<file path="config.mk">
export PLATFORM = sky130hd
export DESIGN_NAME = nmea_gga_sentence_parser_flat
export DESIGN_NICKNAME = d
export VERILOG_FILES = /design/src/rtl/nmea_pkg.sv /design/src/rtl/nmea_if.sv /design/src/rtl/nmea_front.sv /design/src/rtl/nmea_queue.sv /design/src/rtl/nmea_back.sv /design/src/rtl/nmea_gga_sentence_parser.sv /design/src/flat_wrapper.sv
export SDC_FILE = /design/constraint.sdc
export NUM_CORES = 1
export LEC_CHECK = 0
export BUFFER_PORTS_ARGS = -buffer_cell sky130_fd_sc_hd__buf_2
export CORE_UTILIZATION = 55
export CTS_CLUSTER_SIZE = 8
export DETAILED_ROUTE_END_ITERATION = 12
export PLACE_DENSITY = 0.77
export SYNTH_ARGS = -nofsm -noshare
export SYNTH_HDL_FRONTEND = slang
export SYNTH_SLANG_ARGS = --single-unit
</file>
<file path="constraint.sdc">
create_clock -name clk -period 22.5 [get_ports clk]
set_input_delay 3.375 -clock clk [delete_from_list [all_inputs] [get_ports clk]]
set_output_delay 3.375 -clock clk [all_outputs]
set_load 0.01 [all_outputs]
</file>
<file path="src/rtl/nmea_pkg.sv">
// ----------------------------------------------------------------------------
// nmea_pkg
// Shared types, character codes and parse phase codes of the GGA parser.
// ----------------------------------------------------------------------------
package nmea_pkg;

	localparam logic [7:0] CHAR_DOLLAR = 8'h24;
	localparam logic [7:0] CHAR_STAR   = 8'h2A;
	localparam logic [7:0] CHAR_COMMA  = 8'h2C;
	localparam logic [7:0] CHAR_G      = 8'h47;
	localparam logic [7:0] CHAR_A      = 8'h41;

	localparam logic [7:0] MAX_LINE_RESET = 8'd90;
	localparam int         QUEUE_DEPTH_DEF = 2;

	localparam logic [2:0] PH_FIRST_COMMA = 3'd0;
	localparam logic [2:0] PH_TIME        = 3'd1;
	localparam logic [2:0] PH_SKIP        = 3'd2;
	localparam logic [2:0] PH_POS         = 3'd3;
	localparam logic [2:0] PH_DONE        = 3'd4;

	localparam logic [1:0] FIX_NO_TIME = 2'd0;
	localparam logic [1:0] FIX_NO_POS  = 2'd1;
	localparam logic [1:0] FIX_FULL    = 2'd2;

	localparam logic [2:0] HDR_TYPE_FIRST = 3'd3;
	localparam logic [2:0] HDR_DONE       = 3'd6;

	localparam logic [4:0] TIME_LAST  = 5'd5;
	localparam logic [4:0] TIME_LEN   = 5'd6;
	localparam logic [4:0] LAT_LEN    = 5'd8;
	localparam logic [4:0] LAT_HEMI   = 5'd9;
	localparam logic [4:0] LON_FIRST  = 5'd11;
	localparam logic [4:0] LON_END    = 5'd19;
	localparam logic [4:0] LON_HEMI   = 5'd20;

	// classified byte handed from front to back
	typedef struct packed {
		logic       start;  // '$': clear capture
		logic       last;   // byte that closes the sentence
		logic       gga;    // header matched, emit on last
		logic [7:0] data;
	} token_t;

	// expected header letter at sentence position 3..5
	function automatic logic [7:0] hdr_expect(input logic [2:0] idx);
		logic [7:0] r;
		case (idx)
			3'd3:    r = CHAR_G;
			3'd4:    r = CHAR_G;
			default: r = CHAR_A;
		endcase
		return r;
	endfunction

endpackage

</file>
<file path="src/rtl/nmea_if.sv">
// ----------------------------------------------------------------------------
// nmea_if
// Valid/ready channels: received bytes in, GGA fix records out.
// ----------------------------------------------------------------------------
interface nmea_rx_if;
	logic       valid;
	logic       ready;
	logic [7:0] rx_byte;

	modport source (output valid, output rx_byte, input ready);
	modport sink   (input valid, input rx_byte, output ready);
endinterface

interface nmea_fix_if;
	logic        valid;
	logic        ready;
	logic [1:0]  fix_status;
	logic [47:0] time_chars;
	logic [63:0] latitude_chars;
	logic [7:0]  latitude_hemisphere;
	logic [63:0] longitude_chars;
	logic [7:0]  longitude_hemisphere;

	modport source (output valid, output fix_status, output time_chars,
		output latitude_chars, output latitude_hemisphere,
		output longitude_chars, output longitude_hemisphere, input ready);
	modport sink (input valid, input fix_status, input time_chars,
		input latitude_chars, input latitude_hemisphere,
		input longitude_chars, input longitude_hemisphere, output ready);
endinterface

</file>
<file path="src/rtl/nmea_front.sv">
// ----------------------------------------------------------------------------
// nmea_front
// Sentence framing: start, length limit, header check and star tail.
// Emits one token per byte that belongs to a live sentence.
// ----------------------------------------------------------------------------
module nmea_front (
	input  logic                 clk,
	input  logic                 arst_n,
	nmea_rx_if.sink              rx,
	input  logic [7:0]           max_line_bytes,
	input  logic                 full,
	output logic                 push,
	output nmea_pkg::token_t     tok
);
	import nmea_pkg::*;

	logic       in_q;
	logic [7:0] cnt_q;
	logic       star_q;
	logic [1:0] tail_q;
	logic [2:0] hdr_q;
	logic       match_q;

	logic       in_d;
	logic [7:0] cnt_d;
	logic       star_d;
	logic [1:0] tail_d;
	logic [2:0] hdr_d;
	logic       match_d;
	logic       accept;
	logic       is_start;
	logic       ended;
	logic [7:0] c;

	assign rx.ready = !full;
	assign accept   = rx.valid && rx.ready;
	assign c        = rx.rx_byte;
	assign is_start = (c == CHAR_DOLLAR);

	always_comb begin
		in_d    = in_q;
		cnt_d   = cnt_q;
		star_d  = star_q;
		tail_d  = tail_q;
		hdr_d   = hdr_q;
		match_d = match_q;
		ended   = 1'b0;
		if (is_start) begin
			cnt_d   = 8'd1;
			star_d  = 1'b0;
			tail_d  = 2'd0;
			hdr_d   = 3'd1;
			match_d = 1'b1;
			in_d    = (8'd1 < max_line_bytes);
		end else if (in_q) begin
			if (hdr_q < HDR_DONE) begin
				if (hdr_q >= HDR_TYPE_FIRST && c != hdr_expect(hdr_q))
					match_d = 1'b0;
				hdr_d = hdr_q + 3'd1;
			end
			if (c == CHAR_STAR) begin
				star_d = 1'b1;
				tail_d = 2'd0;
			end else if (star_q) begin
				tail_d = tail_q + 2'd1;
				ended  = (tail_d == 2'd2);
			end
			if (ended) begin
				in_d = 1'b0;
			end else begin
				cnt_d = cnt_q + 8'd1;
				if (cnt_d >= max_line_bytes)
					in_d = 1'b0;
			end
		end
	end

	assign push       = accept && (is_start || in_q);
	assign tok.start  = is_start;
	assign tok.last   = ended;
	assign tok.gga    = match_d && (hdr_d >= HDR_DONE);
	assign tok.data   = c;

	always_ff @(posedge clk or negedge arst_n) begin
		if (!arst_n) begin
			in_q    <= 1'b0;
			cnt_q   <= '0;
			star_q  <= 1'b0;
			tail_q  <= '0;
			hdr_q   <= '0;
			match_q <= 1'b0;
		end else if (accept) begin
			in_q    <= in_d;
			cnt_q   <= cnt_d;
			star_q  <= star_d;
			tail_q  <= tail_d;
			hdr_q   <= hdr_d;
			match_q <= match_d;
		end
	end

endmodule

</file>
<file path="src/rtl/nmea_queue.sv">
// ----------------------------------------------------------------------------
// nmea_queue
// Small token FIFO between framing and field capture.
// ----------------------------------------------------------------------------
module nmea_queue #(
	parameter int DEPTH = nmea_pkg::QUEUE_DEPTH_DEF
) (
	input  logic                 clk,
	input  logic                 arst_n,
	input  logic                 push,
	input  nmea_pkg::token_t     push_tok,
	output logic                 full,
	input  logic                 pop,
	output logic                 tok_valid,
	output nmea_pkg::token_t     tok
);
	import nmea_pkg::*;

	localparam int PW = $clog2(DEPTH);
	localparam int CW = $clog2(DEPTH + 1);
	localparam logic [CW-1:0] DEPTH_C = CW'(DEPTH);
	localparam logic [PW-1:0] LAST_P  = PW'(DEPTH - 1);

	token_t        mem_q [DEPTH];
	logic [PW-1:0] wr_q;
	logic [PW-1:0] rd_q;
	logic [CW-1:0] cnt_q;
	logic          do_push;
	logic          do_pop;

	assign full      = (cnt_q == DEPTH_C);
	assign tok_valid = (cnt_q != '0);
	assign tok       = mem_q[rd_q];
	assign do_push   = push && !full;
	assign do_pop    = pop && tok_valid;

	always_ff @(posedge clk) begin
		if (do_push)
			mem_q[wr_q] <= push_tok;
	end

	always_ff @(posedge clk or negedge arst_n) begin
		if (!arst_n) begin
			wr_q  <= '0;
			rd_q  <= '0;
			cnt_q <= '0;
		end else begin
			if (do_push)
				wr_q <= (wr_q == LAST_P) ? '0 : wr_q + PW'(1);
			if (do_pop)
				rd_q <= (rd_q == LAST_P) ? '0 : rd_q + PW'(1);
			case ({do_push, do_pop})
				2'b10:   cnt_q <= cnt_q + CW'(1);
				2'b01:   cnt_q <= cnt_q - CW'(1);
				default: cnt_q <= cnt_q;
			endcase
		end
	end

endmodule

</file>
<file path="src/rtl/nmea_back.sv">
// ----------------------------------------------------------------------------
// nmea_back
// Field capture from comma positions and the fix record output register.
// ----------------------------------------------------------------------------
module nmea_back (
	input  logic                 clk,
	input  logic                 arst_n,
	input  logic                 tok_valid,
	input  nmea_pkg::token_t     tok,
	output logic                 pop,
	nmea_fix_if.source           fix
);
	import nmea_pkg::*;

	logic [2:0]      ph_q, ph_d;
	logic [4:0]      off_q, off_d;
	logic            te_q, te_d;
	logic            pe_q, pe_d;
	logic [5:0][7:0] time_q, time_d;
	logic [7:0][7:0] lat_q, lat_d;
	logic [7:0]      lath_q, lath_d;
	logic [7:0][7:0] lon_q, lon_d;
	logic [7:0]      lonh_q, lonh_d;
	logic            out_v_q;
	logic [2:0]      t_idx, la_idx, lo_idx;
	logic [4:0]      lo_diff;
	logic            emit;
	logic [7:0]      c;

	assign c       = tok.data;
	assign pop     = tok_valid && (!out_v_q || fix.ready);
	assign emit    = pop && !tok.start && tok.last && tok.gga;
	assign t_idx   = 3'd5 - off_q[2:0];
	assign la_idx  = 3'd7 - off_q[2:0];
	assign lo_diff = 5'd18 - off_q;
	assign lo_idx  = lo_diff[2:0];

	always_comb begin
		ph_d   = ph_q;
		off_d  = off_q;
		te_d   = te_q;
		pe_d   = pe_q;
		time_d = time_q;
		lat_d  = lat_q;
		lath_d = lath_q;
		lon_d  = lon_q;
		lonh_d = lonh_q;
		if (tok.start) begin
			ph_d   = PH_FIRST_COMMA;
			off_d  = '0;
			te_d   = 1'b1;
			pe_d   = 1'b1;
			time_d = '0;
			lat_d  = '0;
			lath_d = '0;
			lon_d  = '0;
			lonh_d = '0;
		end else begin
			unique case (ph_q)
				PH_FIRST_COMMA: begin
					if (c == CHAR_COMMA) begin
						ph_d  = PH_TIME;
						off_d = '0;
					end
				end
				PH_TIME: begin
					if (off_q == '0 && c == CHAR_COMMA) begin
						ph_d = PH_DONE;
					end else begin
						te_d = 1'b0;
						if (off_q < TIME_LEN)
							time_d[t_idx] = c;
						if (off_q >= TIME_LAST) begin
							ph_d  = PH_SKIP;
							off_d = '0;
						end else begin
							off_d = off_q + 5'd1;
						end
					end
				end
				PH_SKIP: begin
					if (c == CHAR_COMMA) begin
						ph_d  = PH_POS;
						off_d = '0;
					end
				end
				PH_POS: begin
					if (off_q == '0 && c == CHAR_COMMA) begin
						ph_d = PH_DONE;
					end else begin
						pe_d = 1'b0;
						if (off_q < LAT_LEN)
							lat_d[la_idx] = c;
						else if (off_q == LAT_HEMI)
							lath_d = c;
						else if (off_q >= LON_FIRST && off_q < LON_END)
							lon_d[lo_idx] = c;
						else if (off_q == LON_HEMI)
							lonh_d = c;
						if (off_q >= LON_HEMI)
							ph_d = PH_DONE;
						else
							off_d = off_q + 5'd1;
					end
				end
				default: ;
			endcase
		end
	end

	always_ff @(posedge clk or negedge arst_n) begin
		if (!arst_n) begin
			ph_q   <= PH_FIRST_COMMA;
			off_q  <= '0;
			te_q   <= 1'b0;
			pe_q   <= 1'b0;
			time_q <= '0;
			lat_q  <= '0;
			lath_q <= '0;
			lon_q  <= '0;
			lonh_q <= '0;
		end else if (pop) begin
			ph_q   <= ph_d;
			off_q  <= off_d;
			te_q   <= te_d;
			pe_q   <= pe_d;
			time_q <= time_d;
			lat_q  <= lat_d;
			lath_q <= lath_d;
			lon_q  <= lon_d;
			lonh_q <= lonh_d;
		end
	end

	always_ff @(posedge clk or negedge arst_n) begin
		if (!arst_n)
			out_v_q <= 1'b0;
		else if (emit)
			out_v_q <= 1'b1;
		else if (fix.ready)
			out_v_q <= 1'b0;
	end

	always_ff @(posedge clk) begin
		if (emit) begin
			fix.fix_status           <= te_d ? FIX_NO_TIME : (pe_d ? FIX_NO_POS : FIX_FULL);
			fix.time_chars           <= time_d;
			fix.latitude_chars       <= lat_d;
			fix.latitude_hemisphere  <= lath_d;
			fix.longitude_chars      <= lon_d;
			fix.longitude_hemisphere <= lonh_d;
		end
	end

	assign fix.valid = out_v_q;

endmodule

</file>
<file path="src/rtl/nmea_gga_sentence_parser.sv">
// ----------------------------------------------------------------------------
// nmea_gga_sentence_parser
// NMEA 0183 GGA sentence parser: serial bytes in, one fix record per GGA.
// ----------------------------------------------------------------------------
//  channel  dir  handshake      payload
//  rx       in   valid/ready    rx_byte
//  fix      out  valid/ready    fix_status, time/lat/lon chars, hemispheres
//  apb      in   psel/penable   max_line_bytes at address 0
//
//  One byte per cycle sustained while the fix output does not stall. The
//  closing byte's token passes through the token queue and then the fix
//  output register before the record is valid. A stalled fix output backs
//  up the token queue, then rx.ready drops. No clearing pass after reset.
// ----------------------------------------------------------------------------
module nmea_gga_sentence_parser #(
	parameter int QUEUE_DEPTH = nmea_pkg::QUEUE_DEPTH_DEF
) (
	input  logic        clk,
	input  logic        arst_n,
	nmea_rx_if.sink     rx,
	nmea_fix_if.source  fix,
	input  logic        psel,
	input  logic        penable,
	input  logic        pwrite,
	input  logic [2:0]  paddr,
	input  logic [31:0] pwdata,
	output logic [31:0] prdata,
	output logic        pready
);
	import nmea_pkg::*;

	logic [7:0] max_line_q;
	logic       full;
	logic       push;
	logic       pop;
	logic       tok_valid;
	token_t     push_tok;
	token_t     tok;
	logic       reg_hit;

	assign pready  = 1'b1;
	assign reg_hit = (paddr[2] == 1'b0);
	assign prdata  = reg_hit ? {24'd0, max_line_q} : 32'd0;

	always_ff @(posedge clk or negedge arst_n) begin
		if (!arst_n)
			max_line_q <= MAX_LINE_RESET;
		else if (psel && penable && pwrite && pready && reg_hit)
			max_line_q <= pwdata[7:0];
	end

	nmea_front u_front (
		.clk            (clk),
		.arst_n         (arst_n),
		.rx             (rx),
		.max_line_bytes (max_line_q),
		.full           (full),
		.push           (push),
		.tok            (push_tok)
	);

	nmea_queue #(
		.DEPTH (QUEUE_DEPTH)
	) u_queue (
		.clk       (clk),
		.arst_n    (arst_n),
		.push      (push),
		.push_tok  (push_tok),
		.full      (full),
		.pop       (pop),
		.tok_valid (tok_valid),
		.tok       (tok)
	);

	nmea_back u_back (
		.clk       (clk),
		.arst_n    (arst_n),
		.tok_valid (tok_valid),
		.tok       (tok),
		.pop       (pop),
		.fix       (fix)
	);

endmodule

</file>
<file path="src/flat_wrapper.sv">
// flat-port wrapper written by rule: the top's interface ports become plain ports
module nmea_gga_sentence_parser_flat import nmea_pkg::*;
#(
	parameter int QUEUE_DEPTH = nmea_pkg::QUEUE_DEPTH_DEF
)
  (clk, arst_n, psel, penable, pwrite, paddr, pwdata, prdata, pready, rx_valid, rx_rx_byte, rx_ready, fix_valid, fix_fix_status, fix_time_chars, fix_latitude_chars, fix_latitude_hemisphere, fix_longitude_chars, fix_longitude_hemisphere, fix_ready);
  nmea_rx_if rx_i ();
  nmea_fix_if fix_i ();
  input  logic clk;
  input  logic arst_n;
  input  logic psel;
  input  logic penable;
  input  logic pwrite;
  input  logic [2:0] paddr;
  input  logic [31:0] pwdata;
  output logic [31:0] prdata;
  output logic pready;
  input wire logic [$bits(rx_i.valid)-1:0] rx_valid;
  input wire logic [$bits(rx_i.rx_byte)-1:0] rx_rx_byte;
  output wire logic [$bits(rx_i.ready)-1:0] rx_ready;
  output wire logic [$bits(fix_i.valid)-1:0] fix_valid;
  output wire logic [$bits(fix_i.fix_status)-1:0] fix_fix_status;
  output wire logic [$bits(fix_i.time_chars)-1:0] fix_time_chars;
  output wire logic [$bits(fix_i.latitude_chars)-1:0] fix_latitude_chars;
  output wire logic [$bits(fix_i.latitude_hemisphere)-1:0] fix_latitude_hemisphere;
  output wire logic [$bits(fix_i.longitude_chars)-1:0] fix_longitude_chars;
  output wire logic [$bits(fix_i.longitude_hemisphere)-1:0] fix_longitude_hemisphere;
  input wire logic [$bits(fix_i.ready)-1:0] fix_ready;
  assign rx_i.valid = rx_valid;
  assign rx_i.rx_byte = rx_rx_byte;
  assign rx_ready = rx_i.ready;
  assign fix_valid = fix_i.valid;
  assign fix_fix_status = fix_i.fix_status;
  assign fix_time_chars = fix_i.time_chars;
  assign fix_latitude_chars = fix_i.latitude_chars;
  assign fix_latitude_hemisphere = fix_i.latitude_hemisphere;
  assign fix_longitude_chars = fix_i.longitude_chars;
  assign fix_longitude_hemisphere = fix_i.longitude_hemisphere;
  assign fix_i.ready = fix_ready;
  nmea_gga_sentence_parser #(.QUEUE_DEPTH(QUEUE_DEPTH)) u_core (.clk(clk), .arst_n(arst_n), .rx(rx_i), .fix(fix_i), .psel(psel), .penable(penable), .pwrite(pwrite), .paddr(paddr), .pwdata(pwdata), .prdata(prdata), .pready(pready));
endmodule
</file>
After elaboration in Yosys (flattened, before gate mapping)

Memories as Yosys holds them, arrays and structs flattened.
Cells that the tools add are included.

Memories: 1
Word-level logic and storage cells: 235
Bits in writable memories: 22
Register bits: 425
Output and inout bits: 229

$lt $le $gt $ge: 17
Reduce and logical (&&, ||, !) cells: 40
Equal/unequal tests: 24
Bitwise logic cells: 1
Add/subtract/negate cells: 11
Muxes and demuxes: 96

Memory list:

| memory               | depth | bits a word | rd ports | clocked after memory_dff | wr ports | line             | source |
|---|---|---|---|---|---|---|---|
| u_core.u_queue.mem_q | 2     | 11          | 1        | 0                        | 1        | nmea_queue.sv:24 | `token_t mem_q [DEPTH];` |

Operator list:

| kind                                                                          | count |
|---|---|
| 64-bit 2-to-1 mux                                                             | 10 |
| 48-bit 2-to-1 mux                                                             | 4 |
| 8-bit 2-to-1 mux                                                              | 22 |
| 64-bit bitwise mux                                                            | 2 |
| 8-bit demux with 3-bit select                                                 | 3 |
| 48-bit bitwise mux                                                            | 1 |
| 3-bit 2-to-1 mux                                                              | 11 |
| 5-bit 2-to-1 mux                                                              | 6 |
| 1-bit 2-to-1 mux                                                              | 29 |
| 8-bit by 6-bit == test with 1-bit output (second input constant)              | 3 |
| 1-bit logical AND                                                             | 18 |
| 3-bit inequality test (second input constant)                                 | 5 |
| 5-bit case mux with 3 select lines                                            | 1 |
| 3-bit by 4-bit less-than comparator with 1-bit output (second input constant) | 3 |
| 3-bit case mux with 4 select lines                                            | 1 |
| 6-bit AND reduction                                                           | 2 |
| 2-bit 2-to-1 mux                                                              | 5 |
| 2-bit nonzero test                                                            | 5 |
| 3-bit by 2-bit == test with 1-bit output (second input constant)              | 3 |
| 3-bit by 1-bit >= comparator with 1-bit output (second input constant)        | 3 |
| 3-bit AND reduction                                                           | 3 |
| 8-bit by 1-bit adder with 8-bit output (second input constant)                | 1 |
| 8-bit >= comparator                                                           | 1 |
| 1-bit by 8-bit less-than comparator with 1-bit output (first input constant)  | 1 |
| 36 further kinds                                                              | 46 |

Longest topological paths before layout

Depth in word-level cells: 13
Gate-level depth with buffers: 10

Modules after synthesis

Synthesis repeated with hierarchy kept, for this count alone.

Cells, all modules: 1714
Area, all modules: 20352.0 um^2

By module, submodules not included:

| module                   | instances | seq. area each (um^2) | area each (um^2) | cells an instance |
|---|---|---|---|---|
| nmea_back                | 1         | 10905.5               | 17391.7          | 1453 |
| nmea_front               | 1         | 400.4                 | 1385.1           | 157 |
| nmea_queue               | 1         | 760.7                 | 991.0            | 52 |
| nmea_gga_sentence_parser | 1         | 205.2                 | 584.3            | 52 |

Worst setup path before layout

Ideal clock, no wire load.

Path type: input port to flip-flop
Start: in fix_ready
End: reg u_core.u_back.fix.fix_status[0], enable pin
Setup slack: 9.656 ns
Arrival time: 12.093 ns
Path buffers: 0
Required time: 21.749 ns
Stages: 5
Cells stage by stage: nand2b_1 -> o21ai_1 -> inv_2 -> nand2_1 -> nor2_1

Word-level cells in the longest chain between the ends: 5

RTL lines:

| item                           | line               | source |
|---|---|---|
| from (decl)                    | flat_wrapper.sv:28 | `input wire logic [$bits(fix_i.ready)-1:0] fix_ready;` |
| 1-bit logical OR               | nmea_back.sv:31    | `assign pop = tok_valid && (!out_v_q \|\| fix.ready);` |
| 1-bit logical AND              | nmea_back.sv:31    |  |
| 1-bit logical AND (3 in a row) | nmea_back.sv:32    | `assign emit = pop && !tok.start && tok.last && tok.gga;` |
| named net u_core.u_back.emit   | nmea_back.sv:27    | `logic emit;` |
| to (signal assigned)           | nmea_back.sv:146   | `fix.fix_status <= te_d ? FIX_NO_TIME : (pe_d ? FIX_NO_POS : FIX_FULL);` |
| to (decl)                      | nmea_if.sv:24      | `modport source (output valid, output fix_status, output time_chars,` |

The timed path passes the listed nets, and every way through them passes these cells.
A chain may end at the register's enable or synchronous reset.

Final worst setup path

Start: in paddr[2]
End: out prdata[6]

Word-level cells in the longest chain between the ends: 1

RTL lines:

| item             | line                           | source |
|---|---|---|
| from (decl)      | flat_wrapper.sv:14             | `input logic [2:0] paddr;` |
| 8-bit 2-to-1 mux | nmea_gga_sentence_parser.sv:43 | `assign prdata = reg_hit ? {24'd0, max_line_q} : 32'd0;` |
| to (decl)        | flat_wrapper.sv:16             | `output logic [31:0] prdata;` |

No other way between the ends.

==> results.py <==
metrics = {
    "run_status": {
        "status": "finished, final reports clean",
    },
    "logic_synthesis": {
        "ys_ff_latch": 447,
        "synth_area_leaders": "edfxtp_1 34%, dfrtp_1 30%, a211oi_1 7.5%",
        "netlist_area_sq_mm": 0.0191,
        "synth_ff_type": "dfrtp_1",
        "synth.distinct_cells": 71,
        "synth_edf_count": 216,
        "synthTopCellsByCount": "239 x nor2_1, 227 x dfrtp_1, 216 x edfxtp_1, 191 x a211oi_1, 144 x a22o_1",
        "netlist.area_leader.share_pct": 33.9,
        "ys_seq_area_share_pct": 64.2,
        "synth_cells": 1521,
        "async_reset_ff_share_pct": 51.7,
        "ys_warn_count": 0,
        "syn_area_per_cell_sq_um": 12.6,
        "yosysMostFrequentCell": "nor2_1",
        "synth_top_cell_by_area": "edfxtp_1",
    },
    "floorplanning": {
        "die_h_microns": 188,
        "io_pins": 279,
        "num_rows": 67,
        "die_area_sq_mm": 0.0355,
        "core_sq_mm": 0.0339,
        "start_util_pct": 56.4,
        "die_w_microns": 188,
    },
    "critical_path": {
        "crit_slowest_cell": "buf_2",
        "cp_cell_sequence": "buf_2 -> nor2_1 -> buf_2",
        "cp_max_fo": 9,
        "arrival_ps": 3770,
        "crit_path_end_kind": "output pin",
        "worst_setup_path_start_kind": "input pin",
        "crit_family": "buffers and inverters",
        "crit_buf_inv": 2,
        "path_class": "in2out",
        "cpMostUsedCell": "buf_2",
        "cp.required_ps": 19120,
        "slowest_delay_ps": 150,
    },
    "cells_and_area": {
        "n_antenna_cell": 0,
        "fin_nets": 1792,
        "instances_no_fill": 2220,
        "final_area_sq_mm": 0.0224,
        "area_growth_pct": 17.0,
        "drive_gt1_share_pct": 21.4,
    },
    "timing": {
        "period_minus_slack_ps": 7140,
        "hold_viol_final": 0,
        "finalSetupViolations": 0,
        "final.period_utilization_pct": 31.7,
        "fin_skew_ps": 25.5,
        "fmax_mhz": 140,
        "fin_ws_ps": 15360,
        "slew_violations": 0,
        "relSlewSlack_pct": 12.0,
        "worst_pin_slew_ps": 1310,
        "rsz0062_at_grt": "false",
        "setup_tns_ps": 0,
    },
    "placed_design": {
        "finalWeightedCongestion": 0.894,
        "dp_hpwl_microns": 29900,
        "dp_worst_setup_slack_ps": 15360,
        "portBuffers": 227,
        "dp_cells": 2109,
        "place_area_sq_mm": 0.0206,
    },
    "global_routing": {
        "grtUsageTotal_pct": 27.6,
        "grt_max_degree": 170,
        "grt-ovfl-total": 0,
        "grt_pass1_vias": 13035,
        "antenna_found_initial": 1,
        "grt_pass1_wl_microns": 75300,
    },
    "power": {
        "finalPower_mw": 2.51,
        "powerDensity_mw_per_mm2": 112,
        "ir_worst_vdd_v": 0.000103,
        "p_leak_nw": 8.77,
    },
    "cts": {
        "cts.repair.resized": 0,
        "clock_sinks": 447,
        "cts_hold_buf": 0,
        "htreeDepth": 2,
        "post_cts_buffers": 0,
        "cts_buffer_depth": 3,
        "clock_latency_ps": 600,
        "numCtsBuffers": 61,
        "clk_pin_slew_ps": 50,
        "cts_tree": "done",
        "clockRootBuffer": "clkbuf_16",
    },
    "detailed_routing": {
        "routed_wl_microns": 49100,
        "drt_iter0_drc": 1565,
        "routedWlPerCell_microns": 22.1,
        "vias_per_cell": 6.29,
        "via_count": 13954,
        "drt-pass1-iter-count": 5,
        "drc_errors": 0,
        "antenna_left": 0,
    },
    "flow_run": {
        "maxCapViolCount": 0,
    },
    "worst_hold_path": {
        "hold_class": "reg2reg",
    },
}
-- report_power, final --
part	switching, mW	leakage (nW)	total (mW)	internal (mW)
Combinational	0.503	2.74	0.652	0.149
Clock	0.325	0.836	0.841	0.516
Sequential	0.0511	5.19	1.01	0.964
Total	0.879	8.77	2.51	1.63
-- per-stage QoR --
step	hold slack, ps	util, %
2_1_floorplan	449	-
3_3_place_gp	466	60.8
3_5_place_dp	477	60.8
4_1_cts	489	66.0
5_1_grt	497	66.0
6_report	485	66.0
-- area by class of cell --
class / count / area [sq um]
Clock buffer: 110 / 1750
Sequential cell: 447 / 12300
Fill cell: 2457 / 11500
Timing Repair Buffer: 246 / 1300
Inverter: 19 / 71.3
Clock inverter: 1 / 8.76
Tap cell: 448 / 561
Multi-Input combinational cell: 949 / 6400
-- sequential cells by signal (all words and copies together), names as in the netlist, 5 cells and up --
signal	count
u_core.u_back.fix.longitude_chars	64
u_core.u_back.time_q	48
u_core.u_back.lon_q	64
u_core.u_back.lat_q	64
u_core.u_back.fix.latitude_hemisphere	8
u_core.u_back.fix.longitude_hemisphere	8
u_core.u_back.fix.time_chars	48
u_core.max_line_q	8
u_core.u_queue.mem_q	22
u_core.u_back.off_q	5
u_core.u_front.cnt_q	8
u_core.u_back.lath_q	8
u_core.u_back.fix.latitude_chars	64
u_core.u_back.lonh_q	8
-- path summary, 6_finish.rpt --
kind                                   startpoint                 endpoint  slack [ps]  depth (start not counted)
min                        u_core.u_back.lat_q[2]   u_core.u_back.lat_q[2]         480                          2
min reg2reg                u_core.u_back.lat_q[2]   u_core.u_back.lat_q[2]         480                          2
max reg2reg                   u_core.u_queue.rd_q   u_core.u_back.lon_q[8]       18560                          4
max in group asynchronous                  arst_n  u_core.u_front.hdr_q[2]       18200                          2
max                                      paddr[2]                prdata[6]       15360                          3
min in group asynchronous                  arst_n  u_core.u_back.lon_q[42]        2820                          1
-- worst reg2reg max path, cell delays in order (launching register included) --
cell	delay, ps
dfrtp_1	1150
mux2_8	1030
buf_4	790
nor2_2	470
a32o_1	390
-- logic make-up (layout without fill, tap and decap cells) --
| kind of cell | after synthesis | in the layout | share of synthesized area (%) |
|---|---|---|---|
| and+or+nand+nor | 391 | 391 | 9.70 |
| muxes | 29 | 29 | 1.64 |
| DFF | 447 | 447 | 64.2 |
| AOI/OAI and AO/OA | 475 | 475 | 19.2 |
| adders and majority gates | 18 | 18 | 1.18 |
| other | 2 | 25 | 0.0393 |
| buffers and inverters | 148 | 376 | 3.56 |
| xor gates and xnor gates | 11 | 11 | 0.504 |
-- cell usage in the layout (no fill, tap or decap), types with 19 or more instances in the layout --
cell / n
a32o_1: 33
nor2_1: 230
o21ai_0: 38
nand2_1: 53
nor3_1: 19
o21ai_1: 23
a22o_1: 144
dfrtp_1: 227
clkbuf_1: 47
conb_1: 25
edfxtp_1: 216
a211oi_1: 191
buf_2: 226
clkbuf_16: 63
-- routing by layer --
layer  vias up  global-route usage (%)  share of wire [%]
met5         -                       0              0.026
li1       6187                       -                  -
met1      6894                    38.7                 41
met2       757                    43.1                 47
met3       114                    5.48                8.9
met4         2                    10.2                2.9
No activity file was read; power rests on OpenSTA's default activity.
